$ cat config.mk
export PLATFORM = sky130hd
export DESIGN_NAME = kernel_version_banner_scanner
export DESIGN_NICKNAME = d
export VERILOG_FILES = /design/src/design/kvbs_pkg.sv /design/src/design/kvbs_cfg_regs.sv /design/src/design/kvbs_scan_core.sv /design/src/design/kernel_version_banner_scanner.sv
export SDC_FILE = /design/constraint.sdc
export NUM_CORES = 1
export LEC_CHECK = 0
export ABC_AREA = 1
export BUFFER_PORTS_ARGS = -buffer_cell sky130_fd_sc_hd__buf_2
export CAP_MARGIN = 20
export CORE_MARGIN = 4
export CORE_UTILIZATION = 55
export CTS_BUF_LIST = sky130_fd_sc_hd__clkbuf_16
export DETAILED_ROUTE_END_ITERATION = 12
export PLACE_DENSITY = 0.76
export SETUP_SLACK_MARGIN = 0.5
export SYNTH_ARGS = -nofsm -noshare
export SYNTH_HDL_FRONTEND = slang
export SYNTH_SLANG_ARGS = --single-unit
$ cat constraint.sdc
create_clock -name clk_i -period 4.65 [get_ports clk_i]
set_clock_uncertainty 0.05 [all_clocks]
set_input_delay 1.1625 -clock clk_i [delete_from_list [all_inputs] [get_ports clk_i]]
set_output_delay 1.1625 -clock clk_i [all_outputs]
set_load 0.01 [all_outputs]
$ cat src/design/kvbs_pkg.sv
// Shared types, constants and a helper function of the kernel version banner scanner.
package kvbs_pkg;

  // Length of the banner prefix and number of dotted fields kept.
  localparam int unsigned PrefixLen = 14;
  localparam int unsigned NumFields = 3;

  // Character codes used by the scanner.
  localparam logic [7:0] ChZero = 8'h30;
  localparam logic [7:0] ChNine = 8'h39;
  localparam logic [7:0] ChDot  = 8'h2E;
  localparam logic [7:0] ChCapL = 8'h4C;

  // Configuration register indexes.
  localparam logic [1:0] CfgBufferLength   = 2'd0;
  localparam logic [1:0] CfgThresholdMajor = 2'd1;
  localparam logic [1:0] CfgThresholdMinor = 2'd2;
  localparam logic [1:0] CfgThresholdPatch = 2'd3;

  // Scan phase of the current image.
  typedef enum logic [1:0] {
    PhSearch = 2'd0,
    PhParse  = 2'd1,
    PhDone   = 2'd2
  } phase_e;

  // One input request.
  typedef struct packed {
    logic [7:0] data_byte;
    logic       last_byte;
  } in_t;

  // One result.
  typedef struct packed {
    logic        found;
    logic [15:0] major_number;
    logic [15:0] minor_number;
    logic [15:0] patch_number;
    logic        is_older;
  } out_t;

  // Configuration as seen by the scan core.
  typedef struct packed {
    logic [31:0] match_limit;
    logic [15:0] thr_major;
    logic [15:0] thr_minor;
    logic [15:0] thr_patch;
  } cfg_t;

  // Characters of the "Linux version " prefix by position.
  function automatic logic [7:0] banner_char(input logic [3:0] idx);
    logic [7:0] ch;
    case (idx)
      4'd0:    ch = 8'h4C; // L
      4'd1:    ch = 8'h69; // i
      4'd2:    ch = 8'h6E; // n
      4'd3:    ch = 8'h75; // u
      4'd4:    ch = 8'h78; // x
      4'd5:    ch = 8'h20; // space
      4'd6:    ch = 8'h76; // v
      4'd7:    ch = 8'h65; // e
      4'd8:    ch = 8'h72; // r
      4'd9:    ch = 8'h73; // s
      4'd10:   ch = 8'h69; // i
      4'd11:   ch = 8'h6F; // o
      4'd12:   ch = 8'h6E; // n
      4'd13:   ch = 8'h20; // space
      default: ch = 8'h00;
    endcase
    return ch;
  endfunction

endpackage

$ cat src/design/kvbs_cfg_regs.sv
// Configuration registers of the banner scanner, with the match window limit precomputed.
module kvbs_cfg_regs #(
  parameter int unsigned TAIL_EXCLUDE = 256
) (
  input  logic            clk_i,
  input  logic            rst_ni,
  input  logic            cfg_we_i,
  input  logic [1:0]      cfg_idx_i,
  input  logic [31:0]     cfg_wdata_i,
  output kvbs_pkg::cfg_t  cfg_o
);
  import kvbs_pkg::*;

  localparam logic [31:0] TailWindow = 32'(TAIL_EXCLUDE);

  logic [31:0] limit_q, limit_d;
  logic [15:0] thr_major_q, thr_minor_q, thr_patch_q;
  logic [31:0] tail_len;

  // The first version digit must lie at or before the limit: limit = length - min(length, tail).
  always_comb begin
    tail_len = (cfg_wdata_i < TailWindow) ? cfg_wdata_i : TailWindow;
    limit_d  = cfg_wdata_i - tail_len;
  end

  // Register writes.
  always_ff @(posedge clk_i or negedge rst_ni) begin
    if (!rst_ni) begin
      limit_q     <= '0;
      thr_major_q <= '0;
      thr_minor_q <= '0;
      thr_patch_q <= '0;
    end else if (cfg_we_i) begin
      unique case (cfg_idx_i)
        CfgBufferLength:   limit_q     <= limit_d;
        CfgThresholdMajor: thr_major_q <= cfg_wdata_i[15:0];
        CfgThresholdMinor: thr_minor_q <= cfg_wdata_i[15:0];
        CfgThresholdPatch: thr_patch_q <= cfg_wdata_i[15:0];
        default: ;
      endcase
    end
  end

  assign cfg_o = '{match_limit: limit_q, thr_major: thr_major_q,
                   thr_minor: thr_minor_q, thr_patch: thr_patch_q};

  // The window limit never exceeds the written length.
  a_limit_below_len: assert property (@(posedge clk_i) disable iff (!rst_ni)
    (cfg_we_i && cfg_idx_i == CfgBufferLength) |=> (limit_q <= $past(cfg_wdata_i)))
    else $error("window limit larger than buffer length");

  // A major threshold write lands in its register and leaves the window limit unchanged.
  a_major_write: assert property (@(posedge clk_i) disable iff (!rst_ni)
    (cfg_we_i && cfg_idx_i == CfgThresholdMajor) |=>
      (thr_major_q == $past(cfg_wdata_i[15:0]) && $stable(limit_q)))
    else $error("major threshold write misrouted");

  // Without a write the window limit and the patch threshold hold.
  a_cfg_hold: assert property (@(posedge clk_i) disable iff (!rst_ni)
    !cfg_we_i |=> ($stable(limit_q) && $stable(thr_patch_q)))
    else $error("configuration changed without a write");

endmodule

$ cat src/design/kvbs_scan_core.sv
// Per-byte scan state: prefix matching, version field parsing and result forming.
module kvbs_scan_core #(
  parameter int unsigned FIELD_WIDTH = 16
) (
  input  logic            clk_i,
  input  logic            rst_ni,
  input  logic            step_i,
  input  kvbs_pkg::in_t   item_i,
  input  kvbs_pkg::cfg_t  cfg_i,
  output logic            emit_o,
  output kvbs_pkg::out_t  res_o
);
  import kvbs_pkg::*;

  localparam int unsigned CmpWidth = (FIELD_WIDTH > 16) ? FIELD_WIDTH : 16;
  localparam logic [FIELD_WIDTH-1:0] FieldMax = '1;
  localparam logic [3:0] PrefixLenW = 4'(PrefixLen);

  logic [31:0]            pos_q, pos_d;
  logic [3:0]             pm_q, pm_d;
  phase_e                 phase_q, phase_d;
  logic [1:0]             fidx_q, fidx_d;
  logic [FIELD_WIDTH-1:0] fld_q [NumFields];
  logic [FIELD_WIDTH-1:0] fld_d [NumFields];
  logic [FIELD_WIDTH-1:0] fld_p [NumFields];

  logic                   is_digit;
  logic [3:0]             digit;
  logic                   emit;
  logic                   found;
  logic                   older;
  logic [CmpWidth-1:0]    v_ext [NumFields];
  logic [CmpWidth-1:0]    t_ext [NumFields];

  // Decimal accumulate with saturation at the field maximum.
  function automatic logic [FIELD_WIDTH-1:0] acc_digit(input logic [FIELD_WIDTH-1:0] v,
                                                       input logic [3:0] d);
    logic [FIELD_WIDTH+3:0] s;
    s = ({4'b0, v} << 3) + ({4'b0, v} << 1) + (FIELD_WIDTH+4)'(d);
    return (s[FIELD_WIDTH+3:FIELD_WIDTH] != '0) ? FieldMax : s[FIELD_WIDTH-1:0];
  endfunction

  assign is_digit = (item_i.data_byte >= ChZero) && (item_i.data_byte <= ChNine);
  assign digit    = 4'(item_i.data_byte - ChZero);

  // Next state for one byte.
  always_comb begin
    pos_d   = pos_q;
    pm_d    = pm_q;
    phase_d = phase_q;
    fidx_d  = fidx_q;
    fld_d   = fld_q;
    emit    = 1'b0;
    found   = 1'b0;

    unique case (phase_q)
      PhSearch: begin
        if (pm_q == PrefixLenW && is_digit && pos_q <= cfg_i.match_limit) begin
          phase_d = PhParse;
          fidx_d  = '0;
          fld_d[0] = acc_digit('0, digit);
          fld_d[1] = '0;
          fld_d[2] = '0;
        end else if (pm_q < PrefixLenW && item_i.data_byte == banner_char(pm_q)) begin
          pm_d = pm_q + 4'd1;
        end else begin
          pm_d = (item_i.data_byte == ChCapL) ? 4'd1 : 4'd0;
        end
      end
      PhParse: begin
        if (is_digit) begin
          for (int k = 0; k < NumFields; k++) begin
            if (fidx_q == 2'(k)) fld_d[k] = acc_digit(fld_q[k], digit);
          end
        end else if (item_i.data_byte == ChDot) begin
          if (fidx_q < 2'(NumFields)) fidx_d = fidx_q + 2'd1;
        end else begin
          emit    = 1'b1;
          found   = 1'b1;
          phase_d = PhDone;
        end
      end
      default: ;
    endcase

    // End of image while still searching or parsing.
    if (item_i.last_byte && !emit && (phase_d == PhSearch || phase_d == PhParse)) begin
      emit    = 1'b1;
      found   = (phase_d == PhParse);
      phase_d = PhDone;
    end

    if (pos_q != '1) pos_d = pos_q + 32'd1;

    // Fields as parsed, kept for the result before a rearm clears them.
    fld_p = fld_d;

    // The last byte rearms the scanner.
    if (item_i.last_byte) begin
      pos_d   = '0;
      pm_d    = '0;
      phase_d = PhSearch;
      fidx_d  = '0;
      for (int k = 0; k < NumFields; k++) fld_d[k] = '0;
    end
  end

  // Lexicographic compare of the parsed version against the threshold.
  always_comb begin
    for (int k = 0; k < NumFields; k++) v_ext[k] = CmpWidth'(fld_p[k]);
    t_ext[0] = CmpWidth'(cfg_i.thr_major);
    t_ext[1] = CmpWidth'(cfg_i.thr_minor);
    t_ext[2] = CmpWidth'(cfg_i.thr_patch);
    if (v_ext[0] != t_ext[0])      older = (v_ext[0] < t_ext[0]);
    else if (v_ext[1] != t_ext[1]) older = (v_ext[1] < t_ext[1]);
    else                           older = (v_ext[2] < t_ext[2]);
  end

  // Result fields; a miss reports all zeros.
  always_comb begin
    res_o = '0;
    if (found) begin
      res_o.found        = 1'b1;
      res_o.major_number = 16'(fld_p[0]);
      res_o.minor_number = 16'(fld_p[1]);
      res_o.patch_number = 16'(fld_p[2]);
      res_o.is_older     = older;
    end
  end

  assign emit_o = emit;

  // Control state.
  always_ff @(posedge clk_i or negedge rst_ni) begin
    if (!rst_ni) begin
      pos_q   <= '0;
      pm_q    <= '0;
      phase_q <= PhSearch;
      fidx_q  <= '0;
      for (int k = 0; k < NumFields; k++) fld_q[k] <= '0;
    end else if (step_i) begin
      pos_q   <= pos_d;
      pm_q    <= pm_d;
      phase_q <= phase_d;
      fidx_q  <= fidx_d;
      fld_q   <= fld_d;
    end
  end

  // The prefix count never runs past the prefix length.
  a_pm_range: assert property (@(posedge clk_i) disable iff (!rst_ni)
    pm_q <= PrefixLenW)
    else $error("prefix count out of range");

  // Leaving the search phase requires a complete prefix.
  a_parse_needs_prefix: assert property (@(posedge clk_i) disable iff (!rst_ni)
    (phase_q != PhSearch) |-> (pm_q == PrefixLenW))
    else $error("parsing without a matched prefix");

  // Field values stay clear while searching.
  a_fields_clear: assert property (@(posedge clk_i) disable iff (!rst_ni)
    (phase_q == PhSearch) |-> (fld_q[0] == '0 && fld_q[1] == '0 && fld_q[2] == '0))
    else $error("stale field value while searching");

  // A stepped last byte always returns the scanner to the search phase.
  a_last_rearms: assert property (@(posedge clk_i) disable iff (!rst_ni)
    (step_i && item_i.last_byte) |=> (phase_q == PhSearch && pos_q == '0))
    else $error("last byte did not rearm");

endmodule

$ cat src/design/kernel_version_banner_scanner.sv
// Top level of the kernel version banner scanner: input register, scan core and result register.
// The result register loads when the byte that causes the result, held in the input register, steps the scan core.
// Throughput: one byte per cycle while no stall is raised; the single scan core state update sets that figure.
// A byte stalls only when it produces a result while the result register is still held.
// Reset (rst_ni low, asynchronous) clears the scan state, the configuration and both valid
// flags; the payload registers are not reset.
module kernel_version_banner_scanner #(
  parameter int unsigned FIELD_WIDTH  = 16,
  parameter int unsigned TAIL_EXCLUDE = 256
) (
  input  logic            clk_i,
  input  logic            rst_ni,
  input  logic            in_valid_i,
  output logic            in_stall_o,
  input  kvbs_pkg::in_t   in_data_i,
  output logic            out_valid_o,
  input  logic            out_stall_i,
  output kvbs_pkg::out_t  out_data_o,
  input  logic            cfg_we_i,
  input  logic [1:0]      cfg_idx_i,
  input  logic [31:0]     cfg_wdata_i
);
  import kvbs_pkg::*;

  cfg_t cfg;
  in_t  in_q;
  logic in_vld_q, in_vld_d;
  out_t out_q;
  logic out_vld_q, out_vld_d;
  logic step;
  logic emit;
  out_t res;
  logic in_accept;

  kvbs_cfg_regs #(
    .TAIL_EXCLUDE(TAIL_EXCLUDE)
  ) u_cfg (
    .clk_i      (clk_i),
    .rst_ni     (rst_ni),
    .cfg_we_i   (cfg_we_i),
    .cfg_idx_i  (cfg_idx_i),
    .cfg_wdata_i(cfg_wdata_i),
    .cfg_o      (cfg)
  );

  kvbs_scan_core #(
    .FIELD_WIDTH(FIELD_WIDTH)
  ) u_core (
    .clk_i (clk_i),
    .rst_ni(rst_ni),
    .step_i(step),
    .item_i(in_q),
    .cfg_i (cfg),
    .emit_o(emit),
    .res_o (res)
  );

  // The held byte advances unless it has a result and the result register cannot take it.
  assign step       = in_vld_q && !(emit && out_vld_q && out_stall_i);
  assign in_stall_o = in_vld_q && !step;
  assign in_accept  = in_valid_i && !in_stall_o;

  // Valid flags of both registers.
  always_comb begin
    in_vld_d = in_vld_q;
    if (in_accept)  in_vld_d = 1'b1;
    else if (step)  in_vld_d = 1'b0;

    out_vld_d = out_vld_q;
    if (step && emit)                   out_vld_d = 1'b1;
    else if (out_vld_q && !out_stall_i) out_vld_d = 1'b0;
  end

  always_ff @(posedge clk_i or negedge rst_ni) begin
    if (!rst_ni) begin
      in_vld_q  <= 1'b0;
      out_vld_q <= 1'b0;
    end else begin
      in_vld_q  <= in_vld_d;
      out_vld_q <= out_vld_d;
    end
  end

  // Payload registers.
  always_ff @(posedge clk_i) begin
    if (in_accept)    in_q  <= in_data_i;
    if (step && emit) out_q <= res;
  end

  assign out_valid_o = out_vld_q;
  assign out_data_o  = out_q;

  // A result is never written over one that is still held.
  a_no_overwrite: assert property (@(posedge clk_i) disable iff (!rst_ni)
    (step && emit) |-> !(out_vld_q && out_stall_i))
    else $error("result register overwritten");

  // Input stalls only while a byte is held.
  a_stall_has_item: assert property (@(posedge clk_i) disable iff (!rst_ni)
    in_stall_o |-> in_vld_q)
    else $error("stall without a held byte");

  // A miss carries no version and is never older.
  a_miss_zero: assert property (@(posedge clk_i) disable iff (!rst_ni)
    (out_vld_q && !out_q.found) |-> (!out_q.is_older && out_q.major_number == '0))
    else $error("miss result with nonzero fields");

endmodule
==> reports/qor.log <==
INFO  outcome        outcome=complete, no violations
INFO  global_route   total_track_usage=28.9%
INFO  worst_setup_path critical_path_peak_fanout=6
INFO  cells_and_area post_route_cells_drive_above_1_share=18.0%
INFO  worst_setup_path cp.buffers_inverters=9
INFO  power_and_ir_drop switching_share=27.3%
INFO  floorplanning  rows=63
INFO  placed_design  portBuffers=99
INFO  timing         final_max_slew_viol_count=0
INFO  worst_setup_path crit_slowest_cell=sky130_fd_sc_hd__edfxtp_1
INFO  power_and_ir_drop clockPowerShare=41.4%
INFO  cells_and_area most-common-layout-cells=sky130_fd_sc_hd__nand2_1 (524), sky130_fd_sc_hd__inv_1 (301), sky130_fd_sc_hd__o21ai_0 (191)
INFO  logic_synthesis area_of_the_mapped_netlist=0.0166mm^2
INFO  global_route   wire_length_of_the_first_global_routing_pass=79000um
INFO  timing         fin_worst_hold_slack=0.435ns
INFO  timing         fin_ws=0.135ns
INFO  logic_synthesis postSynth.topFlopCell=sky130_fd_sc_hd__dfrtp_1
INFO  power_and_ir_drop net-switching-power=1.40mW
INFO  drt            wirelength=49300um
INFO  logic_synthesis post_synth_num_cell_types=59
INFO  drt            detail_route_antenna_nets=0
INFO  worst_setup_path worst_setup_path_end_kind=flop
INFO  timing         layout_worst_path_cycle_share=97.1%
INFO  cells_and_area area_delta_synth_final=20.7%
INFO  power_and_ir_drop comb_power_share=13.7%
INFO  clock_network  clock_insertion_delay_worst_skew=0.55ns
INFO  hold_path      min_path_type=reg2reg
INFO  logic_synthesis synth_warnings=0
INFO  drt            vias_per_cell=5.70
INFO  drt            detailedRoute.firstIterationViolations=1534
INFO  logic_synthesis avgSynthCellArea=7.56um^2
INFO  logic_synthesis ys_ff_latch=229
INFO  cells_and_area fin_nets=2647
INFO  timing         finalHoldViolations=0
INFO  logic_synthesis synth_net_count=2434
INFO  floorplanning  die_w=182um
INFO  logic_synthesis syn-instance-count=2198
INFO  timing         rsz0062_at_grt=true
INFO  floorplanning  chipHeight=182um
INFO  clock_network  cts_buffers=26
INFO  worst_setup_path crit_path_frequent_cell=sky130_fd_sc_hd__nand2_1
INFO  placed_design  place_worst_setup_slack=-0.182ns
INFO  drt            router_iterations_before_antenna_repair=5
INFO  power_and_ir_drop irDropWorstVdd=0.266mV
INFO  logic_synthesis yosys.area.top_type=sky130_fd_sc_hd__dfrtp_1
INFO  drt            route.vias.total=16091
INFO  drt            drc_viols=0
INFO  clock_network  clk_path_buf_depth=3
INFO  placed_design  place_congestion=0.969
INFO  drt            routed_wirelength_normalized_by_instance_count=17.5um
INFO  logic_synthesis ys_top_cells_by_area=sky130_fd_sc_hd__dfrtp_1 (26%), sky130_fd_sc_hd__ha_1 (14%), sky130_fd_sc_hd__nand2_1 (13%)
INFO  clock_network  clock_tree.root_cell=sky130_fd_sc_hd__clkbuf_16
INFO  power_and_ir_drop final_total_power=5.14mW
INFO  logic_synthesis proportion_of_netlist_area_held_by_the_largest_area_contributor=25.6%
INFO  global_route   antenna_found_initial=10
INFO  timing         period_minus_slack=4.52ns
INFO  worst_setup_path cpPeakStageDelay=0.42ns
INFO  power_and_ir_drop pwr-share-seq=44.8%
INFO  logic_synthesis synth_edf_count=59
INFO  flow_run       max_cap_viol_count=0
INFO  clock_network  htreeDepth=1
INFO  logic_synthesis yosysSeqAreaShare=36.3%
INFO  timing         max_slew.worst_pin.slew=1.05ns
INFO  cells_and_area mostFrequentLayoutCell=sky130_fd_sc_hd__nand2_1
INFO  global_route   total_global_routing_overflow=0
INFO  worst_setup_path worstSetupPathType=reg2reg
INFO  clock_network  clock_tree_from_tritoncts=yes
INFO  clock_network  clkSinkCount=229
INFO  logic_synthesis fraction_of_synthesis_flops_using_an_asynchronous_set_or_reset_pin=74.2%
INFO  clock_network  post_cts_hold_buffer_count=0
INFO  power_and_ir_drop power.density_cell_area=256mW/mm^2
INFO  floorplanning  floorplan.core_area=0.0297mm^2
INFO  worst_setup_path critPathTopFamily=simple AND/OR/NAND/NOR gates
INFO  worst_setup_path critical_path_arrival=4.75ns
INFO  timing         timing.max_slew.rel_slack=29.6%
INFO  global_route   via_count_of_the_first_global_routing_pass=15815
INFO  floorplanning  io-pin-count=100
INFO  clock_network  cts.reportedPaths.clkPinSlew=0.06ns
INFO  timing         setup_viol_count_final=0
INFO  timing         clock.fmax=221MHz
INFO  worst_setup_path cp-start-kind=flop
INFO  floorplanning  initial_utilization=55.9%
INFO  placed_design  dp.final_hpwl=35100um
INFO  global_route   pin_count_of_the_biggest_net_entering_global_routing=72
INFO  floorplanning  die_outline_area=0.0331mm^2
INFO  worst_setup_path critPathRequiredTime=4.89ns
INFO  power_and_ir_drop cellInternalPower=3.73mW
INFO  power_and_ir_drop power.leakage=10.4nW
==> power by group through the flow <==
| stage | registers (mW) | clock network [mW] | logic, mW |
|---|---|---|---|
| after floorplan | 2.33 | 0 | 0.393 |
| after global placement | 2.33 | 0 | 0.616 |
| after detailed placement | 2.34 | 0 | 0.642 |
| after CTS | 2.30 | 2.15 | 0.686 |
| after global routing | 2.32 | 2.24 | 0.801 |
| final | 2.30 | 2.13 | 0.707 |
==> state kept, by name (all words and copies together), names as in the netlist <==
signal             count
u_cfg.thr_minor_q     16
u_cfg.limit_q         32
out_data_o            50
u_cfg.thr_major_q     16
out_valid_o            1
in_vld_q               1
u_cfg.thr_patch_q     16
u_core.pm_q            4
u_core.pos_q          32
in_q                   9
u_core.fld_q          48
u_core.fidx_q          2
u_core.phase_q         2
==> tightest hold or removal path, cell delays in order, from the launching register on <==
cell	delay (ns)
sky130_fd_sc_hd__dfrtp_1	0.34
sky130_fd_sc_hd__nand2_1	0.05
sky130_fd_sc_hd__o21ai_0	0.06
==> logic make-up (layout without fill, tap and decap cells) <==
group | Yosys count | after routing | share of synthesized area, %
simple gates | 880 | 880 | 22.2
compound gates | 454 | 454 | 15.0
buf+inv | 379 | 612 | 8.62
flops | 229 | 229 | 36.3
fa+ha+maj | 188 | 188 | 14.4
xor+xnor | 67 | 67 | 3.53
other cells | 1 | 2 | 0.0226
==> layout make-up <==
type                    instances  area (um^2)
multi-input cells            1590         9720
fillers                      2423         9660
flip-flops and latches        229         6030
repair buffers                242         1730
inverters                     322         1210
clock buffers                  27          676
well taps                     390          488
clock inverters                21          204
diodes                          1         2.50
==> timing repair <==
| item | in CTS | in global routing |
|---|---|---|
| endpoints found under the setup margin | 1 | 9 |
| setup buffers | 76 | 9 |
| resized for setup | 120 | 51 |
| pin swaps | 72 | 37 |
==> per-layer routing <==
| layer | vias up | track usage [%] | share of wire, % |
|---|---|---|---|
| met3 | 154 | 5.03 | 7.4 |
| met2 | 660 | 49.8 | 48 |
| met1 | 7571 | 36.3 | 40 |
| li1 | 7690 | - | - |
| met4 | 16 | 10.8 | 4.0 |
| met5 | - | 0 | 0.22 |
==> path summary, 6_finish.rpt <==
check,from,endpoint,slack [ns],cells after the start
min reg2reg,u_cfg.limit_q[17],u_cfg.limit_q[17],0.43,2
max reg2reg,in_q[3],out_data_o[0],0.13,34
min in group asynchronous,rst_ni,u_cfg.limit_q[16],0.56,1
min,u_cfg.limit_q[17],u_cfg.limit_q[17],0.43,2
max,in_q[3],out_data_o[0],0.13,34
max in group asynchronous,rst_ni,u_core.pos_q[9],3.00,2
==> cells in the mapped netlist, types with 3 or more instances <==
cell type / instances
sky130_fd_sc_hd__dfrtp_1: 170
sky130_fd_sc_hd__a21oi_1: 129
sky130_fd_sc_hd__nand2_1: 555
sky130_fd_sc_hd__nor2_4: 3
sky130_fd_sc_hd__inv_1: 312
sky130_fd_sc_hd__o21ai_0: 220
sky130_fd_sc_hd__nand4_1: 23
sky130_fd_sc_hd__and3_1: 6
sky130_fd_sc_hd__edfxtp_1: 59
sky130_fd_sc_hd__a211oi_1: 3
sky130_fd_sc_hd__nand3_2: 7
sky130_fd_sc_hd__clkbuf_1: 50
sky130_fd_sc_hd__nor2_2: 5
sky130_fd_sc_hd__nand3b_1: 3
sky130_fd_sc_hd__o21a_1: 5
sky130_fd_sc_hd__nor2_1: 159
sky130_fd_sc_hd__fa_1: 6
sky130_fd_sc_hd__ha_1: 182
sky130_fd_sc_hd__a31oi_1: 9
sky130_fd_sc_hd__nand3_1: 66
sky130_fd_sc_hd__a221oi_1: 4
sky130_fd_sc_hd__o31ai_1: 10
sky130_fd_sc_hd__xor2_1: 43
sky130_fd_sc_hd__o211ai_1: 21
sky130_fd_sc_hd__xnor2_1: 24
sky130_fd_sc_hd__o21ai_1: 16
sky130_fd_sc_hd__buf_2: 6
sky130_fd_sc_hd__nor3_1: 27
sky130_fd_sc_hd__nor4_1: 10
sky130_fd_sc_hd__a21o_1: 5
sky130_fd_sc_hd__o22ai_1: 18
sky130_fd_sc_hd__inv_2: 7
sky130_fd_sc_hd__nand2_2: 3
==> through the flow <==
step | cells | TNS [ns] | util [%] | area [um^2]
detailed placement | 2687 | -0.182 | 60.2 | 17900
finish | 2822 | 0 | 67.5 | 20100
global placement | 2687 | -0.00997 | 60.2 | 17900
global route | 2822 | -0.124 | 67.5 | 20100
floorplan | 2198 | 0 | - | 16700
CTS | 2811 | 0 | 66.5 | 19800
(Power assumes the default switching activity.)
